**config.mk**
```make
export PLATFORM = sky130hd
export DESIGN_NAME = forth_data_stack_unit
export DESIGN_NICKNAME = d
export VERILOG_FILES = /design/src/sv/fds_pkg.sv /design/src/sv/fds_ram.sv /design/src/sv/fds_mdu.sv /design/src/sv/forth_data_stack_unit.sv
export VERILOG_INCLUDE_DIRS = /design/src /design/src/sv
export SDC_FILE = /design/constraint.sdc
export NUM_CORES = 2
export LEC_CHECK = 0
export ABC_AREA = 0
export BUFFER_PORTS_ARGS = -buffer_cell sky130_fd_sc_hd__buf_2
export CAP_MARGIN = 20
export CORE_MARGIN = 2
export CORE_UTILIZATION = 42
export DETAILED_ROUTE_END_ITERATION = 7
export GPL_TIMING_DRIVEN = 0
export HOLD_SLACK_MARGIN = 0.1
export SLEW_MARGIN = 40
export SYNTH_ARGS = -nofsm -noshare
export SYNTH_HDL_FRONTEND = slang
export SYNTH_SLANG_ARGS = --single-unit
```
**constraint.sdc**
```tcl
create_clock -name clk -period 12 [get_ports clk]
set_input_delay 1.2 -clock clk [delete_from_list [all_inputs] [get_ports clk]]
set_output_delay 1.2 -clock clk [all_outputs]
set_load 0.1 [all_outputs]
```
**src/sv/forth_data_stack_unit_macros.svh**
```systemverilog
// assertion helpers for the stack unit
`ifndef FORTH_DATA_STACK_UNIT_MACROS_SVH
`define FORTH_DATA_STACK_UNIT_MACROS_SVH

// same-cycle implication
`define FDS_ASSERT_NOW(lbl, ante, cons, msg) \
	lbl: assert property (@(posedge clk) disable iff (!arst_n) (ante) |-> (cons)) \
		else $error(msg);

// next-cycle implication
`define FDS_ASSERT_NEXT(lbl, ante, cons, msg) \
	lbl: assert property (@(posedge clk) disable iff (!arst_n) (ante) |=> (cons)) \
		else $error(msg);

`endif

```
**src/sv/fds_pkg.sv**
```systemverilog
package fds_pkg;

	localparam int STACK_DEPTH_DEF = 64;
	localparam int WORD_WIDTH_DEF  = 32;
	localparam int CMD_W           = 5;
	localparam int LIMIT_W         = 7;
	localparam logic [LIMIT_W-1:0] LIMIT_RESET = 7'd64;
	localparam logic REG_STACK_LIMIT = 1'b0;

	typedef enum logic [CMD_W-1:0] {
		CMD_PUSH   = 5'd0,
		CMD_DROP   = 5'd1,
		CMD_DUP    = 5'd2,
		CMD_SWAP   = 5'd3,
		CMD_OVER   = 5'd4,
		CMD_ROT    = 5'd5,
		CMD_2SWAP  = 5'd6,
		CMD_2DUP   = 5'd7,
		CMD_2OVER  = 5'd8,
		CMD_2DROP  = 5'd9,
		CMD_2ROT   = 5'd10,
		CMD_ADD    = 5'd11,
		CMD_SUB    = 5'd12,
		CMD_MUL    = 5'd13,
		CMD_DIV    = 5'd14,
		CMD_MOD    = 5'd15,
		CMD_DIVMOD = 5'd16,
		CMD_EQ     = 5'd17,
		CMD_LT     = 5'd18,
		CMD_GT     = 5'd19,
		CMD_INV    = 5'd20,
		CMD_AND    = 5'd21,
		CMD_OR     = 5'd22,
		CMD_DEPTH  = 5'd23
	} cmd_t;

	typedef enum logic [1:0] {
		ST_OK    = 2'd0,
		ST_UNDER = 2'd1,
		ST_OVER  = 2'd2,
		ST_DIVZ  = 2'd3
	} status_t;

	typedef struct packed {
		logic       known;
		logic       is_div;
		logic       is_md;
		logic [2:0] need;
		logic [2:0] pops;
		logic [2:0] npush;
	} dec_t;

	typedef struct packed {
		logic start;
		logic is_div;
	} mdu_ctl_t;

	function automatic dec_t decode(input logic [CMD_W-1:0] c);
		dec_t d;
		d = '{known: 1'b1, is_div: 1'b0, is_md: 1'b0, need: 3'd0, pops: 3'd0, npush: 3'd0};
		unique case (c)
			CMD_PUSH:  d.npush = 3'd1;
			CMD_DROP:  begin d.need = 3'd1; d.pops = 3'd1; end
			CMD_DUP:   begin d.need = 3'd1; d.npush = 3'd1; end
			CMD_SWAP:  begin d.need = 3'd2; d.pops = 3'd2; d.npush = 3'd2; end
			CMD_OVER:  begin d.need = 3'd2; d.npush = 3'd1; end
			CMD_ROT:   begin d.need = 3'd3; d.pops = 3'd3; d.npush = 3'd3; end
			CMD_2SWAP: begin d.need = 3'd4; d.pops = 3'd4; d.npush = 3'd4; end
			CMD_2DUP:  begin d.need = 3'd2; d.npush = 3'd2; end
			CMD_2OVER: begin d.need = 3'd4; d.npush = 3'd2; end
			CMD_2DROP: begin d.need = 3'd2; d.pops = 3'd2; end
			CMD_2ROT:  begin d.need = 3'd6; d.pops = 3'd6; d.npush = 3'd6; end
			CMD_ADD, CMD_SUB, CMD_EQ, CMD_LT, CMD_GT, CMD_AND, CMD_OR: begin
				d.need = 3'd2; d.pops = 3'd2; d.npush = 3'd1;
			end
			CMD_MUL: begin
				d.need = 3'd2; d.pops = 3'd2; d.npush = 3'd1; d.is_md = 1'b1;
			end
			CMD_DIV, CMD_MOD: begin
				d.need = 3'd2; d.pops = 3'd2; d.npush = 3'd1;
				d.is_md = 1'b1; d.is_div = 1'b1;
			end
			CMD_DIVMOD: begin
				d.need = 3'd2; d.pops = 3'd2; d.npush = 3'd2;
				d.is_md = 1'b1; d.is_div = 1'b1;
			end
			CMD_INV:   begin d.need = 3'd1; d.pops = 3'd1; d.npush = 3'd1; end
			CMD_DEPTH: d.npush = 3'd1;
			default:   d.known = 1'b0;
		endcase
		return d;
	endfunction

endpackage

```
**src/sv/fds_ram.sv**
```systemverilog
module fds_ram
	import fds_pkg::*;
#(
	parameter int DEPTH = STACK_DEPTH_DEF,
	parameter int W     = WORD_WIDTH_DEF,
	localparam int AW   = $clog2(DEPTH)
) (
	input  logic          clk,
	input  logic          we,
	input  logic [AW-1:0] waddr,
	input  logic [W-1:0]  wdata,
	input  logic          re,
	input  logic [AW-1:0] raddr,
	output logic [W-1:0]  rdata
);

	logic [W-1:0] mem [DEPTH];

	always_ff @(posedge clk) begin
		if (we) begin
			mem[waddr] <= wdata;
		end
	end

	always_ff @(posedge clk) begin
		if (re) begin
			rdata <= mem[raddr];
		end
	end

endmodule

```
**src/sv/fds_mdu.sv**
```systemverilog
module fds_mdu
	import fds_pkg::*;
#(
	parameter int W = WORD_WIDTH_DEF
) (
	input  logic         clk,
	input  logic         arst_n,
	input  mdu_ctl_t     ctl,
	input  logic [W-1:0] a,
	input  logic [W-1:0] b,
	output logic         done,
	output logic [W-1:0] prod,
	output logic [W-1:0] quo,
	output logic [W-1:0] rem
);

	localparam int CW = $clog2(W);

	logic          busy_q;
	logic          done_q;
	logic          is_div_q;
	logic [CW-1:0] cnt_q;
	logic [W-1:0]  acc_q;
	logic [W-1:0]  x_q;
	logic [W-1:0]  y_q;
	logic [W-1:0]  r_q;
	logic          negq_q;
	logic          negr_q;
	logic [W:0]    trial;

	assign trial = {r_q, x_q[W-1]} - {1'b0, y_q};

	always_ff @(posedge clk or negedge arst_n) begin
		if (!arst_n) begin
			busy_q <= 1'b0;
			done_q <= 1'b0;
		end else begin
			done_q <= 1'b0;
			if (ctl.start) begin
				busy_q <= 1'b1;
			end else if (busy_q && cnt_q == CW'(W - 1)) begin
				busy_q <= 1'b0;
				done_q <= 1'b1;
			end
		end
	end

	always_ff @(posedge clk) begin
		if (ctl.start) begin
			is_div_q <= ctl.is_div;
			cnt_q    <= '0;
			acc_q    <= '0;
			r_q      <= '0;
			if (ctl.is_div) begin
				x_q <= a[W-1] ? (~a + 1'b1) : a;
				y_q <= b[W-1] ? (~b + 1'b1) : b;
			end else begin
				x_q <= a;
				y_q <= b;
			end
			negq_q <= a[W-1] ^ b[W-1];
			negr_q <= a[W-1];
		end else if (busy_q) begin
			cnt_q <= cnt_q + 1'b1;
			if (is_div_q) begin
				if (!trial[W]) begin
					r_q <= trial[W-1:0];
					x_q <= {x_q[W-2:0], 1'b1};
				end else begin
					r_q <= {r_q[W-2:0], x_q[W-1]};
					x_q <= {x_q[W-2:0], 1'b0};
				end
			end else begin
				if (x_q[0]) begin
					acc_q <= acc_q + y_q;
				end
				x_q <= x_q >> 1;
				y_q <= y_q << 1;
			end
		end
	end

	assign done = done_q;
	assign prod = acc_q;
	assign quo  = negq_q ? (~x_q + 1'b1) : x_q;
	assign rem  = negr_q ? (~r_q + 1'b1) : r_q;

endmodule

```
**src/sv/forth_data_stack_unit.sv**
```systemverilog
// Forth data stack with ALU. Raise start for one cycle while busy is low; the
// word runs and its result appears once, for a single cycle with strobe high,
// and must be captured then since there is no back-pressure. The stack lives
// in a single-port-read RAM, so a word reads its operands with one RAM read per
// operand taken, waits for the last read to land, executes, writes one entry
// per entry pushed and then reads the new top. Multiply, divide and mod run
// between execute and write in the bit-serial multiply/divide unit. A word
// rejected for underflow or overflow goes straight to the top read, and one
// with a zero divisor skips the unit and drops the divisor. busy drops in the
// cycle strobe is high, so the next word may start then.
module forth_data_stack_unit
	import fds_pkg::*;
#(
	parameter int STACK_DEPTH = STACK_DEPTH_DEF,
	parameter int WORD_WIDTH  = WORD_WIDTH_DEF
) (
	input  logic               clk,
	input  logic               arst_n,
	input  logic               start,
	output logic               busy,
	input  logic [CMD_W-1:0]   cmd,
	input  logic signed [31:0] literal,
	output logic               strobe,
	output logic [1:0]         status,
	output logic signed [31:0] popped_value,
	output logic signed [31:0] tos_value,
	output logic               top_valid,
	output logic [6:0]         depth_after,
	input  logic               psel,
	input  logic               penable,
	input  logic               pwrite,
	input  logic [2:0]         paddr,
	input  logic [31:0]        pwdata,
	output logic [31:0]        prdata,
	output logic               pready
);

	`include "forth_data_stack_unit_macros.svh"

	localparam int W     = WORD_WIDTH;
	localparam int AW    = $clog2(STACK_DEPTH);
	localparam int CNT_W = $clog2(STACK_DEPTH + 1);
	localparam int LW    = (CNT_W > LIMIT_W ? CNT_W : LIMIT_W) + 1;

	typedef enum logic [2:0] {
		S_IDLE, S_READ, S_RDLAST, S_EXEC, S_MDU, S_WRITE, S_TOPRD, S_TOPWAIT
	} state_t;

	state_t             state_q;
	logic [LIMIT_W-1:0] limit_q;
	logic [CNT_W-1:0]   count_q;
	logic [CMD_W-1:0]   cmd_q;
	dec_t               dec_q;
	logic [W-1:0]       lit_q;
	logic [W-1:0]       t_q [6];
	logic [W-1:0]       p_q [6];
	logic [2:0]         ridx_q;
	logic [2:0]         widx_q;
	logic               cap_vld_s1;
	logic [2:0]         cap_idx_s1;
	logic [1:0]         status_q;
	logic [W-1:0]       popped_q;
	logic [W-1:0]       top_q;
	logic               strobe_q;

	dec_t               dec_in;
	logic [LW-1:0]      lim_eff;
	logic [LW-1:0]      after_in;
	logic [CNT_W-1:0]   base;
	logic               ram_we;
	logic [AW-1:0]      ram_waddr;
	logic [W-1:0]       ram_wdata;
	logic               ram_re;
	logic [AW-1:0]      ram_raddr;
	logic [W-1:0]       ram_rdata;
	mdu_ctl_t           mdu_ctl;
	logic               mdu_done;
	logic [W-1:0]       mdu_prod;
	logic [W-1:0]       mdu_quo;
	logic [W-1:0]       mdu_rem;
	logic               cfg_wr;
	logic [W-1:0]       true_w;

	assign true_w  = '1;
	assign dec_in  = decode(cmd);
	assign lim_eff = (LW'(limit_q) < LW'(STACK_DEPTH)) ? LW'(limit_q) : LW'(STACK_DEPTH);
	assign after_in = LW'(count_q) - LW'(dec_in.pops) + LW'(dec_in.npush);
	assign base    = count_q - CNT_W'(dec_q.pops);

	// apb register
	assign cfg_wr = psel && penable && pwrite && pready;
	assign pready = 1'b1;
	assign prdata = (paddr[2] == REG_STACK_LIMIT) ? 32'(limit_q) : 32'd0;

	always_ff @(posedge clk or negedge arst_n) begin
		if (!arst_n) begin
			limit_q <= LIMIT_RESET;
		end else if (cfg_wr && paddr[2] == REG_STACK_LIMIT) begin
			limit_q <= pwdata[LIMIT_W-1:0];
		end
	end

	// ram control
	always_comb begin
		ram_we    = (state_q == S_WRITE);
		ram_waddr = AW'(base + CNT_W'(widx_q));
		ram_wdata = p_q[widx_q];
		ram_re    = (state_q == S_READ) || (state_q == S_TOPRD);
		if (state_q == S_READ) begin
			ram_raddr = AW'(count_q - 1'b1 - CNT_W'(ridx_q));
		end else begin
			ram_raddr = AW'(count_q - 1'b1);
		end
	end

	assign mdu_ctl.start  = (state_q == S_EXEC) && dec_q.is_md && !(dec_q.is_div && t_q[0] == '0);
	assign mdu_ctl.is_div = dec_q.is_div;

	fds_ram #(.DEPTH(STACK_DEPTH), .W(W)) u_ram (
		.clk   (clk),
		.we    (ram_we),
		.waddr (ram_waddr),
		.wdata (ram_wdata),
		.re    (ram_re),
		.raddr (ram_raddr),
		.rdata (ram_rdata)
	);

	fds_mdu #(.W(W)) u_mdu (
		.clk    (clk),
		.arst_n (arst_n),
		.ctl    (mdu_ctl),
		.a      (t_q[1]),
		.b      (t_q[0]),
		.done   (mdu_done),
		.prod   (mdu_prod),
		.quo    (mdu_quo),
		.rem    (mdu_rem)
	);

	// operand capture
	always_ff @(posedge clk or negedge arst_n) begin
		if (!arst_n) begin
			cap_vld_s1 <= 1'b0;
		end else begin
			cap_vld_s1 <= (state_q == S_READ);
		end
	end

	always_ff @(posedge clk) begin
		cap_idx_s1 <= ridx_q;
		if (cap_vld_s1) begin
			t_q[cap_idx_s1] <= ram_rdata;
		end
	end

	// sequencer
	always_ff @(posedge clk or negedge arst_n) begin
		if (!arst_n) begin
			state_q  <= S_IDLE;
			count_q  <= '0;
			strobe_q <= 1'b0;
			ridx_q   <= '0;
			widx_q   <= '0;
		end else begin
			strobe_q <= 1'b0;
			unique case (state_q)
				S_IDLE: begin
					if (start) begin
						cmd_q    <= cmd;
						dec_q    <= dec_in;
						lit_q    <= W'($unsigned(literal));
						popped_q <= '0;
						status_q <= ST_OK;
						ridx_q   <= '0;
						widx_q   <= '0;
						if (dec_in.known && CNT_W'(dec_in.need) > count_q) begin
							status_q <= ST_UNDER;
							state_q  <= S_TOPRD;
						end else if (dec_in.known && dec_in.npush > dec_in.pops
								&& after_in > lim_eff) begin
							status_q <= ST_OVER;
							state_q  <= S_TOPRD;
						end else if (dec_in.known && dec_in.need != 3'd0) begin
							state_q <= S_READ;
						end else begin
							state_q <= S_EXEC;
						end
					end
				end
				S_READ: begin
					ridx_q <= ridx_q + 1'b1;
					if (ridx_q == dec_q.need - 1'b1) begin
						state_q <= S_RDLAST;
					end
				end
				S_RDLAST: begin
					state_q <= S_EXEC;
				end
				S_EXEC: begin
					if (!dec_q.known) begin
						state_q <= S_TOPRD;
					end else if (dec_q.is_div && t_q[0] == '0) begin
						status_q <= ST_DIVZ;
						count_q  <= count_q - 1'b1;
						state_q  <= S_TOPRD;
					end else if (dec_q.is_md) begin
						state_q <= S_MDU;
					end else begin
						case (cmd_q)
							CMD_PUSH:  p_q[0] <= lit_q;
							CMD_DUP:   p_q[0] <= t_q[0];
							CMD_SWAP:  begin p_q[0] <= t_q[0]; p_q[1] <= t_q[1]; end
							CMD_OVER:  p_q[0] <= t_q[1];
							CMD_ROT: begin
								p_q[0] <= t_q[1]; p_q[1] <= t_q[0]; p_q[2] <= t_q[2];
							end
							CMD_2SWAP: begin
								p_q[0] <= t_q[1]; p_q[1] <= t_q[0];
								p_q[2] <= t_q[3]; p_q[3] <= t_q[2];
							end
							CMD_2DUP:  begin p_q[0] <= t_q[1]; p_q[1] <= t_q[0]; end
							CMD_2OVER: begin p_q[0] <= t_q[3]; p_q[1] <= t_q[2]; end
							CMD_2ROT: begin
								p_q[0] <= t_q[3]; p_q[1] <= t_q[2]; p_q[2] <= t_q[1];
								p_q[3] <= t_q[0]; p_q[4] <= t_q[5]; p_q[5] <= t_q[4];
							end
							CMD_ADD:   p_q[0] <= t_q[1] + t_q[0];
							CMD_SUB:   p_q[0] <= t_q[1] - t_q[0];
							CMD_EQ:    p_q[0] <= (t_q[1] == t_q[0]) ? true_w : '0;
							CMD_LT:    p_q[0] <= ($signed(t_q[1]) < $signed(t_q[0])) ? true_w : '0;
							CMD_GT:    p_q[0] <= ($signed(t_q[1]) > $signed(t_q[0])) ? true_w : '0;
							CMD_INV:   p_q[0] <= ~t_q[0];
							CMD_AND:   p_q[0] <= (t_q[0] != '0 && t_q[1] != '0) ? true_w : '0;
							CMD_OR:    p_q[0] <= (t_q[0] != '0 || t_q[1] != '0) ? true_w : '0;
							CMD_DEPTH: p_q[0] <= W'(count_q);
							default:   p_q[0] <= '0;
						endcase
						if (cmd_q == CMD_DROP) begin
							popped_q <= t_q[0];
						end
						if (dec_q.npush != 3'd0) begin
							state_q <= S_WRITE;
						end else begin
							count_q <= base;
							state_q <= S_TOPRD;
						end
					end
				end
				S_MDU: begin
					if (mdu_done) begin
						case (cmd_q)
							CMD_MUL:    p_q[0] <= mdu_prod;
							CMD_DIV:    p_q[0] <= mdu_quo;
							CMD_MOD:    p_q[0] <= mdu_rem;
							default:    begin p_q[0] <= mdu_rem; p_q[1] <= mdu_quo; end
						endcase
						state_q <= S_WRITE;
					end
				end
				S_WRITE: begin
					widx_q <= widx_q + 1'b1;
					if (widx_q == dec_q.npush - 1'b1) begin
						count_q <= base + CNT_W'(dec_q.npush);
						state_q <= S_TOPRD;
					end
				end
				S_TOPRD: begin
					state_q <= S_TOPWAIT;
				end
				S_TOPWAIT: begin
					top_q    <= (count_q != '0) ? ram_rdata : '0;
					strobe_q <= 1'b1;
					state_q  <= S_IDLE;
				end
				default: state_q <= S_IDLE;
			endcase
		end
	end

	assign busy         = (state_q != S_IDLE);
	assign strobe       = strobe_q;
	assign status       = status_q;
	assign popped_value = 32'(popped_q);
	assign tos_value    = 32'(top_q);
	assign top_valid    = (count_q != '0);
	assign depth_after  = 7'(count_q);

	`FDS_ASSERT_NOW(a_count_in_range, strobe, count_q <= CNT_W'(STACK_DEPTH), "stack count above capacity")
	`FDS_ASSERT_NEXT(a_start_goes_busy, start && !busy, busy, "accepted request did not start")
	`FDS_ASSERT_NOW(a_mdu_done_in_wait, mdu_done, state_q == S_MDU, "mdu finished outside its wait state")
	`FDS_ASSERT_NOW(a_empty_top_zero, strobe && !top_valid, top_q == '0, "empty stack reports nonzero top")

endmodule

```
==> flow_summary.ini <==
[logic_synthesis]
post-synth-top-area-fraction_pct = 66.1
synthArstFlopShare_pct = 0.984
yosys-top-cells-area = sky130_fd_sc_hd__edfxtp_1 (66%), sky130_fd_sc_hd__mux4_2 (10%), sky130_fd_sc_hd__mux2i_1 (2.3%)
synth_simple_gate_area_share_pct = 5.54
netlist_area_before_placement_um2 = 120000
synth_top_cell_by_area = sky130_fd_sc_hd__edfxtp_1
synth_xor_area_share_pct = 1.69
ys_seq_area_share_pct = 67.9
synth_top_flop_cell = sky130_fd_sc_hd__edfxtp_1
synthesis.area_per_instance_um2 = 15.9
ys_warn_count = 0
synthesized_instance_count = 7561
synth_seq_cells = 2745
netlist-cell-type-count = 100
synth-edff-count = 2646
synthMuxAreaShare_pct = 12.6
synth_fa_ha_area_share_pct = 1.99
synth_top_family_by_area = multiplexers
synth_compound_area_share_pct = 8.07

[final_layout]
largest_register_ffs = 2048
top_regs = u_ram.mem (2048), p_q (192), t_q (192)
fraction_of_final_layout_cells_with_drive_strength_greater_than_1_pct = 21.4
registers.top_by_ff_count = u_ram.mem
num-nets-final = 8570
final_common_cell = sky130_fd_sc_hd__edfxtp_1
syn2layout_area_growth_pct = 18.1
final_cell_mix = sky130_fd_sc_hd__edfxtp_1 (2646), sky130_fd_sc_hd__mux4_2 (544), sky130_fd_sc_hd__nand2_1 (403)

[timing]
worst-slew-pin-transition_ns = 0.995
final.min_clock_period_ns = 6.89
highest_clock_frequency_the_design_can_meet_ghz = 0.145
report.final.slew_viol_count = 0
slew_headroom_pct = 33.3
unrepaired_setup_endpoints_after_global_routing = false
fin_setup_tns_ns = 0
skew_ns = 0.0629
finalSetupViolations = 0
hold_violations = 0
min_period_over_period_pct = 57.4

[die]
die-area_um2 = 291000
overall_die_width_um = 539
placementRows = 196
boundaryPins = 187
floorplan.initialDensity_pct = 42.2
fp.coreArea_um2 = 285000
die_h_um = 539

[global_routing]
first_pass_grt_wire_length_mm = 578
grt_start_max_net_pins = 41
first_global_vias = 73000
number_of_antenna_violations_at_the_first_check_in_global_routing = 23
gr-total-overflow = 0
grt_util_all_layers_pct = 28.4

[cts]
htree_num_levels = 5
max-clock-path-buffers = 4
postCtsSetupRepairBufs = 0
holdBufCountCts = 0
ctsRootBufferMaster = sky130_fd_sc_hd__clkbuf_16
post_cts_resize_count = 0
clock_latency_ns = 0.92
numClockSinks = 2745
clk_pin_slew_ns = 0.06
cts_tree = built
cts_made_buffers = 299

[placed_design]
detailed_place_hpwl_mm = 315
gp_congestion = 1.06
buffer_ports.inserted = 133

[drt]
detail_route.wirelength_mm = 421
vias_per_cell = 6.11
drt_first_iter_violations = 9617
dr.pass1.iters = 6
drt.antenna.violating_nets = 0
detailroute.via_count = 75300
remaining_drc_errors = 0
routed_wire_length_per_instance_um = 34.2

[power]
power_frac_comb_pct = 50.8
pwr_density_cell_nw_per_um2 = 323
p_switching_mw = 20.3
clock_power_share_pct = 20.0
p_int_mw = 25.5
power.ir.vdd_worst_uv = 286
netSwitchingFraction_pct = 44.4
p_total_mw = 45.8
power.sequential.fraction_pct = 29.2
leakage_nw = 47.4

[setup_path]
critPathCaptureType = flop
cp_data_arrival_time_ns = 7.43
critical_path.max_fanout = 10
setup.worst_path.class = reg2reg
worstSetupStartpointType = flop
critical_path_required_ns = 12.54

[outcome]
outcome = complete, no violations

[worst_hold_path]
hold_path_class = in2async

[flow_run]
cap_violations = 0
[layout make-up]
type	instances	area [µm²]
Inverter	176	661
Buffer	459	2140
Multi-Input combinational cell	4205	37300
Tap cell	3762	4710
Clock inverter	169	1740
Sequential cell	2745	81600
Antenna cell	14	35.0
Timing Repair Buffer	421	5910
Clock buffer	368	7900
Fill cell	23700	143000
[worst paths after layout]
kind,from,to,slack (ns),cells past startpoint
worst max-delay path,t_q[0][24]$_DFFE_PP_,p_q[0][14]$_DFFE_PP_,5.11,13
worst min-delay path,arst_n,limit_q[1]$_DFFE_PN0P_,0.25,1
worst max register to register,t_q[0][24]$_DFFE_PP_,p_q[0][14]$_DFFE_PP_,5.11,13
worst min register to register,t_q[5][6]$_DFFE_PP_,p_q[4][6]$_DFFE_PP_,0.40,0
max in group asynchronous,arst_n,limit_q[6]$_DFFE_PN1P_,11.38,1
min in group clk,t_q[5][6]$_DFFE_PP_,p_q[4][6]$_DFFE_PP_,0.40,0
[stage by stage]
step                setup WS, ns  utilization [%]  hold WS, ns  cells  instance area [µm²]
finish                      5.11             49.8        0.254  12300               142000
floorplan                   6.86                -        0.385   7585               120000
global route                5.22             49.8        0.281  12300               142000
global placement            2.47             44.1        0.401  11500               126000
detailed placement          5.45             46.4        0.405  11800               132000
CTS                         5.42             49.8        0.388  12300               142000
[layer usage]
layer | global-route usage [%] | vias to the layer above | wire length, µm | part of all wire (%)
met2 | 43.6 | 4080 | 190000 | 45
met5 | 0 | - | 39 | 0.0093
met4 | 15.7 | 6 | 27200 | 6.4
met1 | 38.5 | 38900 | 166000 | 39
met3 | 4.78 | 817 | 37500 | 8.9
li1 | - | 31500 | - | -
[critical path, cell delays in order, from the launching register on]
cell	delay [ns]
sky130_fd_sc_hd__edfxtp_1	0.93
sky130_fd_sc_hd__clkinv_1	1.05
sky130_fd_sc_hd__ha_1	0.63
sky130_fd_sc_hd__clkbuf_1	0.34
sky130_fd_sc_hd__nand2_1	0.24
sky130_fd_sc_hd__nor4_1	0.73
sky130_fd_sc_hd__and4_1	0.54
sky130_fd_sc_hd__a2bb2oi_1	0.21
sky130_fd_sc_hd__a21oi_1	0.09
sky130_fd_sc_hd__o31ai_2	0.64
sky130_fd_sc_hd__nor2_1	0.24
sky130_fd_sc_hd__buf_2	0.30
sky130_fd_sc_hd__o21ai_0	0.28
sky130_fd_sc_hd__a31oi_1	0.28
[logic make-up after synthesis]
family                   count (synthesis)
other                                    2
AO/OA/AOI/OAI                         1543
AND/OR/NAND/NOR                       1394
buffers and inverters                  635
flip-flops                            2745
XOR/XNOR                               230
adder cells (fa/ha/maj)                185
multiplexers                           827
[Yosys cell counts (21+ instances only)]
cell                       instances
sky130_fd_sc_hd__a211oi_1        273
sky130_fd_sc_hd__a21o_1           50
sky130_fd_sc_hd__a21oi_1         426
sky130_fd_sc_hd__a31oi_1          28
sky130_fd_sc_hd__and2_1           46
sky130_fd_sc_hd__and3_1           33
sky130_fd_sc_hd__buf_2           132
sky130_fd_sc_hd__buf_4            41
sky130_fd_sc_hd__clkbuf_1        262
sky130_fd_sc_hd__dfrtp_1          26
sky130_fd_sc_hd__dfxtp_1          72
sky130_fd_sc_hd__edfxtp_1       2646
sky130_fd_sc_hd__ha_1            174
sky130_fd_sc_hd__inv_1           171
sky130_fd_sc_hd__mux2i_1         271
sky130_fd_sc_hd__mux4_2          544
sky130_fd_sc_hd__nand2_1         413
sky130_fd_sc_hd__nand2b_1         21
sky130_fd_sc_hd__nand3_1         101
sky130_fd_sc_hd__nand4_1          35
sky130_fd_sc_hd__nor2_1          383
sky130_fd_sc_hd__nor2b_1         160
sky130_fd_sc_hd__nor3_1           74
sky130_fd_sc_hd__nor4_1           22
sky130_fd_sc_hd__o211ai_1         82
sky130_fd_sc_hd__o21a_1           26
sky130_fd_sc_hd__o21ai_0         401
sky130_fd_sc_hd__o21bai_1         22
sky130_fd_sc_hd__o31ai_1          50
sky130_fd_sc_hd__or3_1            30
sky130_fd_sc_hd__xnor2_1         138
sky130_fd_sc_hd__xor2_1           90
[power by group through the flow]
| stage | registers, mW | logic, mW | clock network (mW) |
|---|---|---|---|
| after floorplan | 13.3 | 12.8 | 0 |
| after global placement | 13.9 | 21.5 | 0 |
| after detailed placement | 13.5 | 22.9 | 0 |
| after CTS | 13.3 | 23.0 | 9.27 |
| after global routing | 13.4 | 24.2 | 9.63 |
| final | 13.4 | 23.3 | 9.17 |
(Power assumes the default switching activity.)
